==> src/rtl/kfpu_pkg.sv <==
// kfpu_pkg: shared types, codes and helpers for the Kalman filter core
`timescale 1ns / 1ps

package kfpu_pkg;

    // default sizes
    localparam int DEF_STATE_DIM = 4;
    localparam int DEF_MEAS_DIM  = 2;
    localparam int DEF_FRAC_BITS = 16;
    localparam int MAX_MEAS      = 2;
    localparam int IDX_W         = 4;

    // item modes
    localparam logic [1:0] MODE_LOAD    = 2'd0;
    localparam logic [1:0] MODE_PREDICT = 2'd1;
    localparam logic [1:0] MODE_UPDATE  = 2'd2;

    // load targets
    localparam logic [2:0] TGT_F = 3'd0;
    localparam logic [2:0] TGT_Q = 3'd1;
    localparam logic [2:0] TGT_H = 3'd2;
    localparam logic [2:0] TGT_R = 3'd3;
    localparam logic [2:0] TGT_X = 3'd4;
    localparam logic [2:0] TGT_P = 3'd5;

    // result status
    localparam logic [1:0] ST_OK       = 2'd0;
    localparam logic [1:0] ST_SINGULAR = 2'd1;
    localparam logic [1:0] ST_RANGE    = 2'd2;

    // datapath phases
    localparam logic [3:0] PH_FX  = 4'd0;
    localparam logic [3:0] PH_FP  = 4'd1;
    localparam logic [3:0] PH_FPF = 4'd2;
    localparam logic [3:0] PH_CPX = 4'd3;
    localparam logic [3:0] PH_HX  = 4'd4;
    localparam logic [3:0] PH_PHT = 4'd5;
    localparam logic [3:0] PH_S   = 4'd6;
    localparam logic [3:0] PH_DET = 4'd7;
    localparam logic [3:0] PH_INV = 4'd8;
    localparam logic [3:0] PH_KG  = 4'd9;
    localparam logic [3:0] PH_NXU = 4'd10;
    localparam logic [3:0] PH_IKH = 4'd11;
    localparam logic [3:0] PH_NP  = 4'd12;
    localparam logic [3:0] PH_CPP = 4'd13;

    localparam logic signed [31:0] S32_MAX = 32'sh7FFFFFFF;
    localparam logic signed [31:0] S32_MIN = 32'sh80000000;

    typedef struct packed {
        logic [1:0]         mode;
        logic [2:0]         target;
        logic [1:0]         row;
        logic [1:0]         col;
        logic signed [31:0] load_value;
        logic signed [31:0] meas_first;
        logic signed [31:0] meas_second;
    } t_in_beat;

    typedef struct packed {
        logic [1:0]         status;
        logic [1:0]         elem_index;
        logic signed [31:0] elem_value;
        logic               last;
    } t_out_beat;

    // controller to datapath
    typedef struct packed {
        logic [3:0]       ph;
        logic [IDX_W-1:0] i;
        logic [IDX_W-1:0] j;
        logic [IDX_W-1:0] k;
        logic             capture;
        logic             init;
        logic             mul;
        logic             write;
        logic             div_start;
        logic             load;
        logic             emit;
        logic [1:0]       emit_status;
        logic             emit_last;
    } t_cmd;

    // datapath to controller
    typedef struct packed {
        logic out_free;
        logic div_done;
        logic singular;
    } t_stat;

    // saturate a wide sum to signed 32 bits
    function automatic logic signed [31:0] sat32(input logic signed [63:0] v);
        logic signed [31:0] r;
        if (v > 64'(S32_MAX)) begin
            r = S32_MAX;
        end else if (v < 64'(S32_MIN)) begin
            r = S32_MIN;
        end else begin
            r = v[31:0];
        end
        return r;
    endfunction

endpackage

==> src/rtl/kfpu_ctrl.sv <==
// kfpu_ctrl: sequencer that walks the predict and update phases element by element
`timescale 1ns / 1ps

module kfpu_ctrl #(
    parameter int STATE_DIM = kfpu_pkg::DEF_STATE_DIM,
    parameter int MEAS_DIM  = kfpu_pkg::DEF_MEAS_DIM
) (
    input  logic            i_clk,
    input  logic            i_rst_n,
    input  logic            i_in_valid,
    input  logic [1:0]      i_in_mode,
    output logic            o_in_stall,
    input  kfpu_pkg::t_stat i_stat,
    output kfpu_pkg::t_cmd  o_cmd
);

    localparam int IX = kfpu_pkg::IDX_W;
    localparam logic [IX-1:0] SD_N = IX'(STATE_DIM);
    localparam logic [IX-1:0] MD_N = IX'(MEAS_DIM);

    localparam logic [3:0] S_IDLE  = 4'd0;
    localparam logic [3:0] S_LOAD  = 4'd1;
    localparam logic [3:0] S_INIT  = 4'd2;
    localparam logic [3:0] S_MUL   = 4'd3;
    localparam logic [3:0] S_DRAIN = 4'd4;
    localparam logic [3:0] S_WR    = 4'd5;
    localparam logic [3:0] S_CHECK = 4'd6;
    localparam logic [3:0] S_DIVS  = 4'd7;
    localparam logic [3:0] S_DIVW  = 4'd8;
    localparam logic [3:0] S_EMIT  = 4'd9;

    logic [3:0]    r_state, n_state;
    logic [3:0]    r_ph, n_ph;
    logic [IX-1:0] r_i, n_i, r_j, n_j, r_k, n_k;
    logic [1:0]    r_st, n_st;
    logic [IX-1:0] in_n, jn_n, kn_n;
    logic [3:0]    ph_next;
    logic          elem_done;

    // loop bounds of each phase
    always_comb begin
        unique case (r_ph)
            kfpu_pkg::PH_FX:  begin in_n = SD_N;  jn_n = IX'(1); kn_n = SD_N;  end
            kfpu_pkg::PH_FP:  begin in_n = SD_N;  jn_n = SD_N;   kn_n = SD_N;  end
            kfpu_pkg::PH_FPF: begin in_n = SD_N;  jn_n = SD_N;   kn_n = SD_N;  end
            kfpu_pkg::PH_CPX: begin in_n = SD_N;  jn_n = IX'(1); kn_n = '0;    end
            kfpu_pkg::PH_HX:  begin in_n = MD_N;  jn_n = IX'(1); kn_n = SD_N;  end
            kfpu_pkg::PH_PHT: begin in_n = SD_N;  jn_n = MD_N;   kn_n = SD_N;  end
            kfpu_pkg::PH_S:   begin in_n = MD_N;  jn_n = MD_N;   kn_n = SD_N;  end
            kfpu_pkg::PH_DET: begin in_n = IX'(1); jn_n = IX'(1); kn_n = IX'(2); end
            kfpu_pkg::PH_INV: begin in_n = MD_N;  jn_n = MD_N;   kn_n = '0;    end
            kfpu_pkg::PH_KG:  begin in_n = SD_N;  jn_n = MD_N;   kn_n = MD_N;  end
            kfpu_pkg::PH_NXU: begin in_n = SD_N;  jn_n = IX'(1); kn_n = MD_N;  end
            kfpu_pkg::PH_IKH: begin in_n = SD_N;  jn_n = SD_N;   kn_n = MD_N;  end
            kfpu_pkg::PH_NP:  begin in_n = SD_N;  jn_n = SD_N;   kn_n = SD_N;  end
            default:          begin in_n = SD_N;  jn_n = SD_N;   kn_n = '0;    end
        endcase
    end

    // phase order
    always_comb begin
        unique case (r_ph)
            kfpu_pkg::PH_FX:  ph_next = kfpu_pkg::PH_FP;
            kfpu_pkg::PH_FP:  ph_next = kfpu_pkg::PH_FPF;
            kfpu_pkg::PH_HX:  ph_next = kfpu_pkg::PH_PHT;
            kfpu_pkg::PH_PHT: ph_next = kfpu_pkg::PH_S;
            kfpu_pkg::PH_S:   ph_next = kfpu_pkg::PH_DET;
            kfpu_pkg::PH_INV: ph_next = kfpu_pkg::PH_KG;
            kfpu_pkg::PH_KG:  ph_next = kfpu_pkg::PH_NXU;
            kfpu_pkg::PH_NXU: ph_next = kfpu_pkg::PH_IKH;
            kfpu_pkg::PH_IKH: ph_next = kfpu_pkg::PH_NP;
            kfpu_pkg::PH_NP:  ph_next = kfpu_pkg::PH_CPP;
            default:          ph_next = kfpu_pkg::PH_CPX;
        endcase
    end

    // next state and commands
    always_comb begin
        n_state   = r_state;
        n_ph      = r_ph;
        n_i       = r_i;
        n_j       = r_j;
        n_k       = r_k;
        n_st      = r_st;
        elem_done = 1'b0;
        o_cmd             = '0;
        o_cmd.ph          = r_ph;
        o_cmd.i           = r_i;
        o_cmd.j           = r_j;
        o_cmd.k           = r_k;
        o_cmd.emit_status = r_st;
        o_cmd.emit_last   = (r_i == SD_N - IX'(1));

        unique case (r_state)
            S_IDLE: begin
                n_i  = '0;
                n_j  = '0;
                n_st = kfpu_pkg::ST_OK;
                if (i_in_valid) begin
                    o_cmd.capture = 1'b1;
                    unique case (i_in_mode)
                        kfpu_pkg::MODE_LOAD: begin
                            n_state = S_LOAD;
                        end
                        kfpu_pkg::MODE_PREDICT: begin
                            n_ph    = kfpu_pkg::PH_FX;
                            n_state = S_INIT;
                        end
                        kfpu_pkg::MODE_UPDATE: begin
                            n_ph    = kfpu_pkg::PH_HX;
                            n_state = S_INIT;
                        end
                        default: begin
                            n_state = S_IDLE;
                        end
                    endcase
                end
            end
            S_LOAD: begin
                if (i_stat.out_free) begin
                    o_cmd.load = 1'b1;
                    n_state    = S_IDLE;
                end
            end
            S_INIT: begin
                o_cmd.init = 1'b1;
                n_k        = '0;
                n_state    = (kn_n == '0) ? S_WR : S_MUL;
            end
            S_MUL: begin
                o_cmd.mul = 1'b1;
                n_k       = r_k + IX'(1);
                if (r_k == kn_n - IX'(1)) begin
                    n_state = S_DRAIN;
                end
            end
            S_DRAIN: begin
                n_state = S_WR;
            end
            S_WR: begin
                o_cmd.write = 1'b1;
                elem_done   = 1'b1;
            end
            S_CHECK: begin
                n_i = '0;
                n_j = '0;
                if (i_stat.singular) begin
                    n_st    = kfpu_pkg::ST_SINGULAR;
                    n_state = S_EMIT;
                end else begin
                    n_ph    = kfpu_pkg::PH_INV;
                    n_state = S_DIVS;
                end
            end
            S_DIVS: begin
                o_cmd.div_start = 1'b1;
                n_state         = S_DIVW;
            end
            S_DIVW: begin
                if (i_stat.div_done) begin
                    o_cmd.write = 1'b1;
                    elem_done   = 1'b1;
                end
            end
            S_EMIT: begin
                if (i_stat.out_free) begin
                    o_cmd.emit = 1'b1;
                    n_i        = r_i + IX'(1);
                    if (r_i == SD_N - IX'(1)) begin
                        n_state = S_IDLE;
                    end
                end
            end
            default: begin
                n_state = S_IDLE;
            end
        endcase

        // step to the next element, then to the next phase
        if (elem_done) begin
            if (r_j + IX'(1) != jn_n) begin
                n_j     = r_j + IX'(1);
                n_state = (r_ph == kfpu_pkg::PH_INV) ? S_DIVS : S_INIT;
            end else if (r_i + IX'(1) != in_n) begin
                n_j     = '0;
                n_i     = r_i + IX'(1);
                n_state = (r_ph == kfpu_pkg::PH_INV) ? S_DIVS : S_INIT;
            end else begin
                n_i = '0;
                n_j = '0;
                if (r_ph == kfpu_pkg::PH_CPX) begin
                    n_state = S_EMIT;
                end else if (r_ph == kfpu_pkg::PH_DET ||
                             (r_ph == kfpu_pkg::PH_S && MEAS_DIM == 1)) begin
                    n_state = S_CHECK;
                end else begin
                    n_ph    = ph_next;
                    n_state = S_INIT;
                end
            end
        end
    end

    always_ff @(posedge i_clk) begin
        if (!i_rst_n) begin
            r_state <= S_IDLE;
            r_ph    <= kfpu_pkg::PH_FX;
            r_i     <= '0;
            r_j     <= '0;
            r_k     <= '0;
            r_st    <= kfpu_pkg::ST_OK;
        end else begin
            r_state <= n_state;
            r_ph    <= n_ph;
            r_i     <= n_i;
            r_j     <= n_j;
            r_k     <= n_k;
            r_st    <= n_st;
        end
    end

    assign o_in_stall = (r_state != S_IDLE);

endmodule
==> config.mk <==
export PLATFORM = sky130hd
export DESIGN_NAME = kfpu_ctrl
export DESIGN_NICKNAME = d
export VERILOG_FILES = /design/src/rtl/kfpu_pkg.sv /design/src/rtl/kfpu_ctrl.sv
export SDC_FILE = /design/constraint.sdc
export NUM_CORES = 1
export LEC_CHECK = 0
export CAP_MARGIN = 30
export CORE_MARGIN = 1
export CORE_UTILIZATION = 50
export CTS_CLUSTER_DIAMETER = 30
export CTS_CLUSTER_SIZE = 8
export DETAILED_ROUTE_END_ITERATION = 8
export DONT_BUFFER_PORTS = 1
export PLACE_DENSITY_LB_ADDON = 0.3
export REMOVE_ABC_BUFFERS = 1
export SLEW_MARGIN = 20
export SYNTH_ARGS = -nofsm -noshare
export SYNTH_HDL_FRONTEND = slang
export SYNTH_SLANG_ARGS = --single-unit
==> constraint.sdc <==
create_clock -name i_clk -period 6.3 [get_ports i_clk]
set_input_delay 0.63 -clock i_clk [delete_from_list [all_inputs] [get_ports i_clk]]
set_output_delay 0.63 -clock i_clk [all_outputs]
set_load 0.01 [all_outputs]
# == Word-level counts from Yosys, hierarchy flattened ==
# Memory sizes are Yosys's and may differ from the RTL's. A register that Yosys moved wholly into a read port is not among the register bits.
# Cells that the tools add are included.
# totals
output_inout_bits,27
ff_bits,22
in_bits,8
mem_bits_ro,192
mem_count,2
elab_cells,96
# op_classes
eq_ne,25
addsub,4
muxes,47
n_reduce_logical,12
# mem_list
name,depth,width,rd,rd_clocked_by_memory_dff,write_ports,line,rtl
(name not given),16,8,1,1,0,kfpu_ctrl.sv:42,unique case (r_ph)
(name not given),16,4,1,1,0,kfpu_ctrl.sv:62,unique case (r_ph)
# ops
op,count
4-bit 2-to-1 mux,26
4-bit case mux with 9 select lines,1
4-bit case mux with 2 select lines,4
"4-bit by 3-bit equality test with 1-bit output, second input constant",5
"4-bit by 2-bit equality test with 1-bit output, second input constant",4
"3-bit != test, second input constant",5
"4-bit by 1-bit adder with 4-bit output, second input constant",3
"4-bit equality test, second input constant",3
1-bit 2-to-1 mux,9
3-bit 2-to-1 mux,3
4-bit zero test,2
4-bit != test,2
2-bit case mux with 2 select lines,2
6-bit AND reduction,1
2-bit nonzero test,3
2-bit OR reduction,3
"4-bit by 1-bit equality test with 1-bit output, second input constant",1
4-bit equality test,1
4-bit nonzero test,1
"4-bit by 1-bit subtractor with 4-bit output, second input constant",1
"2-bit by 1-bit equality test with 1-bit output, second input constant",1
"2-bit equality test, second input constant",1
2-bit zero test,1
2-bit 2-to-1 mux,1
other kinds (4),4

# == Longest topological paths before layout ==
# logic_depth
word_depth,10
depth_mapped,13
ltp_nobuf,12

# == Least setup slack after synthesis ==
# Ideal clock, no wire load.
# synth_timing
path_type,register -> register
start,register r_i[0]
end,"register, netlist name ph_next[2]"
n_path_buf,0
path_stages_with_launch,13
setup_time_ns,0.125
synth_period_minus_slack_ns,2.909
setup_slack_ns,3.391
t_arrival_ns,2.784
required_ns,6.175
cell_sequence,dfxtp_1 > ha_1 > xor2_1 > or3_1 > a211oi_2 > nand3_1 > a21oi_1 > inv_1 > ha_1 > inv_1 > a211oi_1 > a211oi_1 > o22ai_1
# synth_between
elab_chain_len,6
# synth_lines
item,line,rtl
"start, declared",kfpu_ctrl.sv:34,"logic [IX-1:0] r_i, n_i, r_j, n_j, r_k, n_k;"
"start signal, assigned",kfpu_ctrl.sv:215,r_i <= n_i;
4-bit by 1-bit adder with 4-bit output,kfpu_ctrl.sv:184,end else if (r_i + IX'(1) != in_n) begin
4-bit != test,kfpu_ctrl.sv:184,
4-bit 2-to-1 mux,kfpu_ctrl.sv:184,
4-bit 2-to-1 mux,kfpu_ctrl.sv:181,if (r_j + IX'(1) != jn_n) begin
4-bit 2-to-1 mux,kfpu_ctrl.sv:180,if (elem_done) begin
4-bit 2-to-1 mux (no source line),-,
# No other way between the ends.
# A chain may end at the register's enable or synchronous reset.

# == Final worst setup path ==
# layout_timing
start,register r_i[0]
end,"register, netlist name ph_next[2]"
# layout_between
elab_chain_len,6
# layout_lines
item,line
4-bit by 1-bit adder with 4-bit output,kfpu_ctrl.sv:184
4-bit != test,kfpu_ctrl.sv:184
4-bit 2-to-1 mux,kfpu_ctrl.sv:184
4-bit 2-to-1 mux,kfpu_ctrl.sv:181
4-bit 2-to-1 mux,kfpu_ctrl.sv:180
4-bit 2-to-1 mux (no source line),-
# No other way between the ends.

==> metrics.md <==
| Metric | Value |
|---|---|
| Run status | completed |
| Post-CTS sizing | 0 |
| CP bufs+invs | 2 |
| Final hold vios | 0 |
| HPWL after DPL | 3467 um |
| Worst reg2reg path endpoint | ph_next[2] |
| Hold Path Class | in -> reg |
| Levels on crit path | 12 |
| Part of the cycle the worst path needs | 53.36% |
| Setup TNS Final | 0 ns |
| Post-CTS Hold Buffers | 0 |
| Gr usage total | between 20% and 30% |
| Async set or reset register ratio after synthesis | 0% |
| Iter 0 DRT Violations | 72 |
| Crit. End Element | register |
| Nets@finish | around 270 |
| Power density cells | about 200 mW/mm^2 |
| PortBufs | 0 |
| Startpoint types | register |
| RSZ-0062 raised after global routing | false |
| Initial antenna violation count | 0 |
| Layout cells sized above 1 | under 10% |
| Routed wire length | between 4000 and 5000 um |
| H-tree depth | 2 |
| Comb pwr share | 9.4% |
| Pins over their slew limit | 0 |
| Chip height | roughly 67 um |
| Clock slew seen by the registers of the worst setup and hold paths | 0.07 ns |
| Diodes inserted | 0 |
| RD Place Congestion | between 0.9 and 1 |
| Post-Place Cells | between 200 and 300 |
| # Post-CTS Setup Buffers | 0 |
| Vias per inst | approximately 6.0 |
| Setup-failing EPs final | 0 |
| Top Family by Delay on Critical Path | compound AO/OA/AOI/OAI gates |
| Die X | 67.07 um |
| Worst-Margin Slew | about 0.80 ns |
| CP peak stage delay | approximately 0.52 ns |
| Data required, critical path | 6.46 ns |
| Leak | between 0.9 and 1 nW |
| Peak supply drop | 128.3 uV |
| Die ar. | 0.004498 mm^2 |
| Crit path DAT | 3.53 ns |
| MaxCap Viol Count | 0 |
| Syn avg cell area | a little over 8 um^2 |
| Finished Layout Cells | 301 |
| Total clock sinks | 33 |
| ANT nets after route | 0 |
| Critical Path Start | r_i[0] |
| Synth Register Bits | 33 |
| Vias | 1801 |
| Distinct cell type count after synthesis | just under 60 |
| Worst rel slew slack | a little under half |
| Clock Tree Buf Depth | 2 |
| Worst Skew | between 0.004 and 0.005 ns |
| Switch share | 25.66% |
| Post-synth top flop | dfxtp_1 |
| First-pass DRT Iterations | 4 |
| Synth Instances | between 200 and 300 |
| R2R cell count | 12 |
| CP endpoint | ph_next[2] |
| Int Power | about 0.33 mW |
| Synthesis-to-finish area growth | 4.433% |
| Max Clock Freq | between 200 and 300 MHz |
| Global route overflow | 0 |
| Per-cell routed wire length | ~16 um |
| Final min period | about 3.4 ns |
| Cell Chain, Critical Path | ha_1 > xor2_1 > or3_1 > a211oi_2 > nand3_1 > a21oi_1 > inv_1 > ha_1 > inv_1 > a211oi_1 > a211oi_1 > o22ai_1 |
| DRC viols | 0 |
| # IOs | 35 |
| Post-synth EDFFs | 0 |
| Area of the core | 0.004029 mm^2 |
| Crit Path Max Fanout | 7 |
| CTS tree | built |
| First-pass GRT wire length | 7790 um |
| Sw Pwr | approximately 0.11 mW |
| Syn Std Cell Area | ~0.0021 mm^2 |
| CP Class | reg -> reg |
| Reg2reg start | r_i[0] |
| Sequential power share | between 50 and 60% |
| CP max stage cell | dfxtp_1 |
| Row count | 23 |
| Synth warn | 0 |
| Reg-to-reg slack, setup | 2.94 ns |
| Sequential fraction of the synthesis area | 31.21% |
| Pin count of the biggest net entering global routing | 23 |
| Cts bufs inserted | 5 |
| Clock power share | between 40% and 50% |
| Vias in the first global route | around 1700 |
| Worst skew pair latency | ~0.28 ns |
| CTS root buf | clkbuf_8 |
| Initial core utilization | ~53% |
placed cells by master, fill, tap and decap left out, types with 3 or more instances in the layout:
cell type   n
ha_1       14
xnor2_1     4
dfxtp_1    33
nor3_1      7
or3_1       6
a31oi_1     5
a211oi_1    3
nor4_1      5
and3_1      7
xor2_1      7
and2_1      4
inv_1      17
nor2_1     19
nand3b_1    4
mux2i_1     6
o21ai_0    10
a22oi_1     3
nand2b_1    4
o211ai_1    3
clkbuf_8    7
nand3_1    10
nand2_1    16
a21oi_1    18
cells by family after synthesis:
| family | after synthesis | synth area share, % |
|---|---|---|
| multiplexers | 7 | 3.369 |
| adder cells (fa/ha/maj) | 14 | 8.274 |
| AO/OA/AOI/OAI | 63 | 20.39 |
| XOR/XNOR | 12 | 5.674 |
| buffers and inverters | 30 | 6.501 |
| flip-flops | 33 | 31.21 |
| other | 1 | 0.1771 |
| AND/OR/NAND/NOR | 95 | 24.41 |
layer usage:
| metal | vias to the layer above | global-route usage, % | part of all wire, % |
|---|---|---|---|
| met2 | 48 | 36.88 | 46 |
| met1 | 845 | 28.47 | 48 |
| li1 | 906 | - | - |
| met5 | - | 0 | 0 |
| met3 | 2 | 8.219 | 5.6 |
| met4 | 0 | 8.245 | 0.55 |
final cells by class:
cell class	instances	area (um^2)
well taps	50	62.56
flip-flops and latches	33	660.6
clock buffers	7	96.34
clock inverters	1	5.005
inverters	18	67.56
multi-input cells	192	1319
fillers	404	1818
metrics by stage:
stage                     hold slack [ns]  power [mW]  instance area, um^2  utilization [%]  worst slack (ns)
after global placement             0.4903      0.2651                 2110            52.36             3.075
final                              0.4912      0.4379                 2211            54.88             2.938
after CTS                          0.4842      0.4400                 2211            54.88             2.947
after global routing               0.5017      0.4542                 2211            54.88             2.599
after floorplan                    0.4572      0.2554                 2047                -             3.390
after detailed placement           0.4873      0.2652                 2110            52.36             2.960
worst min-delay path by stage:
stage | startpoint | to | slack, ns | cells past startpoint
floorplan | ph_next[1] | r_ph[1] | 0.46 | 2
global placement | ph_next[1] | r_ph[1] | 0.49 | 2
detailed placement | ph_next[1] | r_ph[1] | 0.49 | 2
CTS | i_rst_n | r_state[1] | 0.48 | 1
global route | i_rst_n | r_state[1] | 0.50 | 1
finish | i_rst_n | r_state[1] | 0.49 | 1
state kept, by name (all words and copies together) (netlist names):
register  cells
r_state       4
in_n          3
ph_next       4
kn_n          2
r_k           4
jn_n          3
r_st          1
r_i           4
r_j           4
r_ph          4
cell usage after synthesis, types with 3 or more instances:
master    count  area (um^2)
dfxtp_1      33        660.6
nor2_1       19        71.32
a21oi_1      18        90.09
inv_1        17        63.81
nand2_1      16        60.06
ha_1         14        175.2
nand3_1      10        50.05
o21ai_0      10        50.05
and3_1        7        43.79
nor3_1        7        35.03
xor2_1        7        61.31
clkbuf_1      6        22.52
mux2i_1       6        60.06
or3_1         6        37.54
a31oi_1       5        31.28
nor4_1        5        31.28
and2_1        4        25.02
nand2b_1      4        25.02
nand3b_1      4        30.03
xnor2_1       4        35.03
a211oi_1      3        22.52
a22oi_1       3        22.52
o211ai_1      3        22.52
power groups by stage:
| stage | combinational (mW) | clock [mW] | sequential, mW |
|---|---|---|---|
| global placement | 0.0403 | 0 | 0.225 |
| global route | 0.0466 | 0.187 | 0.221 |
| floorplan | 0.0331 | 0 | 0.222 |
| CTS | 0.0407 | 0.179 | 0.220 |
| detailed placement | 0.0405 | 0 | 0.225 |
| finish | 0.0410 | 0.177 | 0.220 |
Power figures use the tool's default switching activity.
